## config.mk

```make
export PLATFORM = sky130hd
export DESIGN_NAME = arf_isqrt
export DESIGN_NICKNAME = d
export VERILOG_FILES = /design/src/rtl/arf_isqrt.sv
export SDC_FILE = /design/constraint.sdc
export NUM_CORES = 2
export LEC_CHECK = 0
export BUFFER_PORTS_ARGS = -buffer_cell sky130_fd_sc_hd__buf_2
export CORE_MARGIN = 3
export CORE_UTILIZATION = 58
export DETAILED_ROUTE_END_ITERATION = 10
export GPL_TIMING_DRIVEN = 0
export MAX_ROUTING_LAYER = met4
export PLACE_DENSITY_LB_ADDON = 0.08
export SETUP_SLACK_MARGIN = 0.02
export SYNTH_ARGS = -nofsm -noshare
export SYNTH_HDL_FRONTEND = slang
export SYNTH_SLANG_ARGS = --single-unit
```

## constraint.sdc

```tcl
create_clock -name clk -period 4.3 [get_ports clk]
set_input_delay 0.86 -clock clk [delete_from_list [all_inputs] [get_ports clk]]
set_output_delay 0.86 -clock clk [all_outputs]
set_load 0.02 [all_outputs]
```

## src/rtl/arf_isqrt.sv

```systemverilog
// ----------------------------------------------------------------------------
// arf_isqrt
// Pipelined floor square root of a 64-bit value, one root bit per stage.
// ----------------------------------------------------------------------------
module arf_isqrt (
	input  logic        clk,
	input  logic        en,
	input  logic [63:0] v,
	output logic [31:0] r
);

	localparam int NS = 32;

	logic [63:0] rem_s  [NS];
	logic [63:0] root_s [NS];

	for (genvar k = 0; k < NS; k++) begin : g_step
		localparam logic [63:0] BIT = 64'd1 << (62 - 2 * k);
		logic [63:0] rin;
		logic [63:0] oin;
		logic [63:0] trial;

		if (k == 0) begin : g_first
			assign rin = v;
			assign oin = '0;
		end else begin : g_next
			assign rin = rem_s[k-1];
			assign oin = root_s[k-1];
		end

		assign trial = oin + BIT;

		always_ff @(posedge clk) begin
			if (en) begin
				if (rin >= trial) begin
					rem_s[k]  <= rin - trial;
					root_s[k] <= (oin >> 1) + BIT;
				end else begin
					rem_s[k]  <= rin;
					root_s[k] <= oin >> 1;
				end
			end
		end
	end

	assign r = root_s[NS-1][31:0];

endmodule

```

==> run metrics <==
CP Class flip-flop to flip-flop; Cells after Synth 9960; Inst Count DP 12870; Switch Pwr 0.0223 W; DRC Markers 0; Via Count 83464; Post-Syn Nets 10584; PwrDens 538 nW/um^2; mean area per synthesized cell 12.3 sq um; Netlist cell types 86; vias in the first global route 77797; CP max stage cell edfxtp_1; Row Count 167; Synth Register Bits 2512; fin nets 10993; IO buf count 97; outcome completed; main flop type after synthesis edfxtp_1; CTS tree built; leakage 50.5 nW; final instance count without filler cells 13369; CP Launch Type flip-flop; first-pass GRT wire length 494000 microns; Tmin final 4290 ps; Die Area 216000 sq um; Overall Global Routing Usage 31.3%; Die Y 465 microns; ys async rst share 0%; post-synth top area share 61.8%; Root Buffer clkbuf_16; final hold slack 105 ps; Max-Cap Viols 0; cell taking the most area after synthesis edfxtp_1; HP Start v[37]; number of synthesized flops with an enable pin 2512; Slew headroom 8.59%; share of post-route cells with drive strength above 1 7.32%; Slew @ Worst Pin 1360 ps; R2R depth 12; Starting Density 58.6%; switching fraction of total power 30.4%; Top delay family on crit path simple AND/OR/NAND/NOR gates; cts bufs inserted 280; initial antenna violation count 18; r2r startpoint root_s[1][220]; Int Power 0.0510 W; Mapped Area 122000 sq um; Final period util 99.7%; sequential share of the synthesized area 61.8%; Placer Congestion 0.981; Hold EP rem_s[0][37]; Clock Path Buffers 4; Detailed Place HPWL 254000 microns; Clock Power Share 31.8%; Max IR drop VDD 0.485 mV; Clk Latency, worst-skew pair 930 ps; Flop pwr share 46.5%; RR Endpoint rem_s[1][319]; Clk pin slew, worst setup/hold paths 60 ps; drt pass-1 iters 8; worst hold path type input port to flip-flop; Worst EP required 4960 ps; area of the core 208000 sq um; DRT Wirelength 332000 microns; hold-fix buffers at CTS 0; Post-DRT Antenna Nets 0; post-DR wirelength/cell 24.8 microns; endpoints failing hold 0; Final Util 65.4%; Pins Over Slew Limit 0; Critical path buffers and inverters 2; CP max FO 8; vias per std cell 6.24; critical path cell sequence inv_1 -> ha_1 -> and4_1 -> nand4_1 -> nor4_4 -> nor3_1 -> o311a_1 -> clkbuf_1 -> a2111o_1 -> nor2_2 -> nand3_1 -> xnor2_2; cell depth of the worst setup path 12; combinational fraction of design power 21.7%; skew final 61.5 ps; CP max stage delay 520 ps; H-tree depth reported by CTS 5; FMAX 0.233 GHz; Layout area overhead 11.6%; largest net degree at the start of global routing 76; Num Clock Sinks 2512; Die W 465 microns; final setup fails 0; most area-consuming cells after synthesis edfxtp_1, ha_1, xor2_1; DR iter-0 viols 10104; # IOs 98; Reg2Reg Setup Slack 10 ps; crit path capture type flip-flop; global route overflow 0; yosys warns 0; WP data arrival 4950 ps; RSZ-0062 raised after global routing yes; worst hold stages 1; post-route setup TNS 0 ps
[timing repair]
| action | 4_1_cts | 5_1_grt |
|---|---|---|
| setup buffers | 1 | 5 |
| setup endpoints to repair | 200 | 259 |
| cloned | 0 | 0 |
| pin swaps | 1 | 10 |
| resized for setup | 32 | 64 |
[cell usage in the layout, fill, tap and decap left out, types with 376 or more instances in the layout]
cell	Yosys	routed
nor2_1	553	552
xor2_1	457	454
nor4_1	388	376
edfxtp_1	2512	2512
nand2_1	809	809
o21ai_0	601	598
ha_1	558	558
inv_1	679	679
a21oi_1	509	504
xnor2_1	436	434
[worst max-delay path by stage]
stage | from | slack [ps] | end
finish | root_s[1][220] | 10 | rem_s[1][319]
floorplan | en | -140 | rem_s[1][768]
global route | root_s[1][739] | -1 | rem_s[1][797]
CTS | rem_s[1][370] | 20 | rem_s[1][446]
global placement | en | -4310 | rem_s[1][711]
detailed placement | en | -1400 | rem_s[0][686]
[synthesized netlist by cell type (54+ instances only)]
cell type,n
clkbuf_1,198
nand2_1,809
nor2_1,553
o21a_1,90
a21oi_1,509
or4_1,99
xnor2_1,436
edfxtp_1,2512
nand4_1,195
nor3_1,293
nand3_1,180
ha_1,558
a31oi_1,56
nand2b_1,117
o21ai_0,601
a211oi_1,54
or3_1,102
xor2_1,457
nor4_1,388
nor2b_1,70
a21o_1,212
inv_1,679
[per-layer routing]
metal | vias up | part of all wire, % | GRT usage (%)
met1 | 41041 | 45 | 46.9
met4 | 0 | 2.6 | 7.58
li1 | 38240 | - | -
met5 | - | 0 | -
met3 | 518 | 8.8 | 4.87
met2 | 3665 | 43 | 45.0
[per-stage QoR]
stage | total power, W | area (sq um) | worst slack [ps]
finish | 0.0733 | 136000 | 14.6
global route | 0.0765 | 136000 | -0.951
CTS | 0.0732 | 136000 | 22.1
detailed placement | 0.0497 | 127000 | -1400
global placement | 0.0496 | 126000 | -4310
floorplan | 0.0441 | 122000 | -138
[layout make-up]
type                            instances  area, sq um
Sequential cell                      2512        75400
Clock inverter                        144         1490
Multi-Input combinational cell       6534        43700
Buffer                                234         1060
Clock buffer                          338         7390
Fill cell                           15605        72000
Timing Repair Buffer                  128         1180
Antenna cell                           12         30.0
Tap cell                             2788         3490
Inverter                              679         2550
[sequential cells by signal, summed over array words and instances (netlist names)]
register / cells
rem_s: 1984
root_s: 528
[power groups by stage]
| stage | registers (W) | clock network (W) | logic, W |
|---|---|---|---|
| 2_1_floorplan | 0.0329 | 0 | 0.0112 |
| 3_5_place_dp | 0.0344 | 0 | 0.0154 |
| 3_3_place_gp | 0.0344 | 0 | 0.0152 |
| 6_report | 0.0341 | 0.0233 | 0.0159 |
| 4_1_cts | 0.0339 | 0.0237 | 0.0156 |
| 5_1_grt | 0.0343 | 0.0247 | 0.0175 |
[kinds of logic (layout without fill, tap and decap cells)]
| kind of cell | count (synthesis) | count (layout) | share of synthesized area [%] |
|---|---|---|---|
| multiplexers | 53 | 53 | 0.478 |
| AND/OR/NAND/NOR | 3163 | 3163 | 13.4 |
| adder cells (fa/ha/maj) | 558 | 558 | 5.72 |
| XOR/XNOR | 893 | 893 | 6.40 |
| buffers and inverters | 914 | 1523 | 2.84 |
| AO/OA/AOI/OAI | 1867 | 1867 | 9.37 |
| other | 0 | 12 | 0 |
| flip-flops | 2512 | 2512 | 61.8 |
Note: power is estimated with default switching activity, not from simulation.
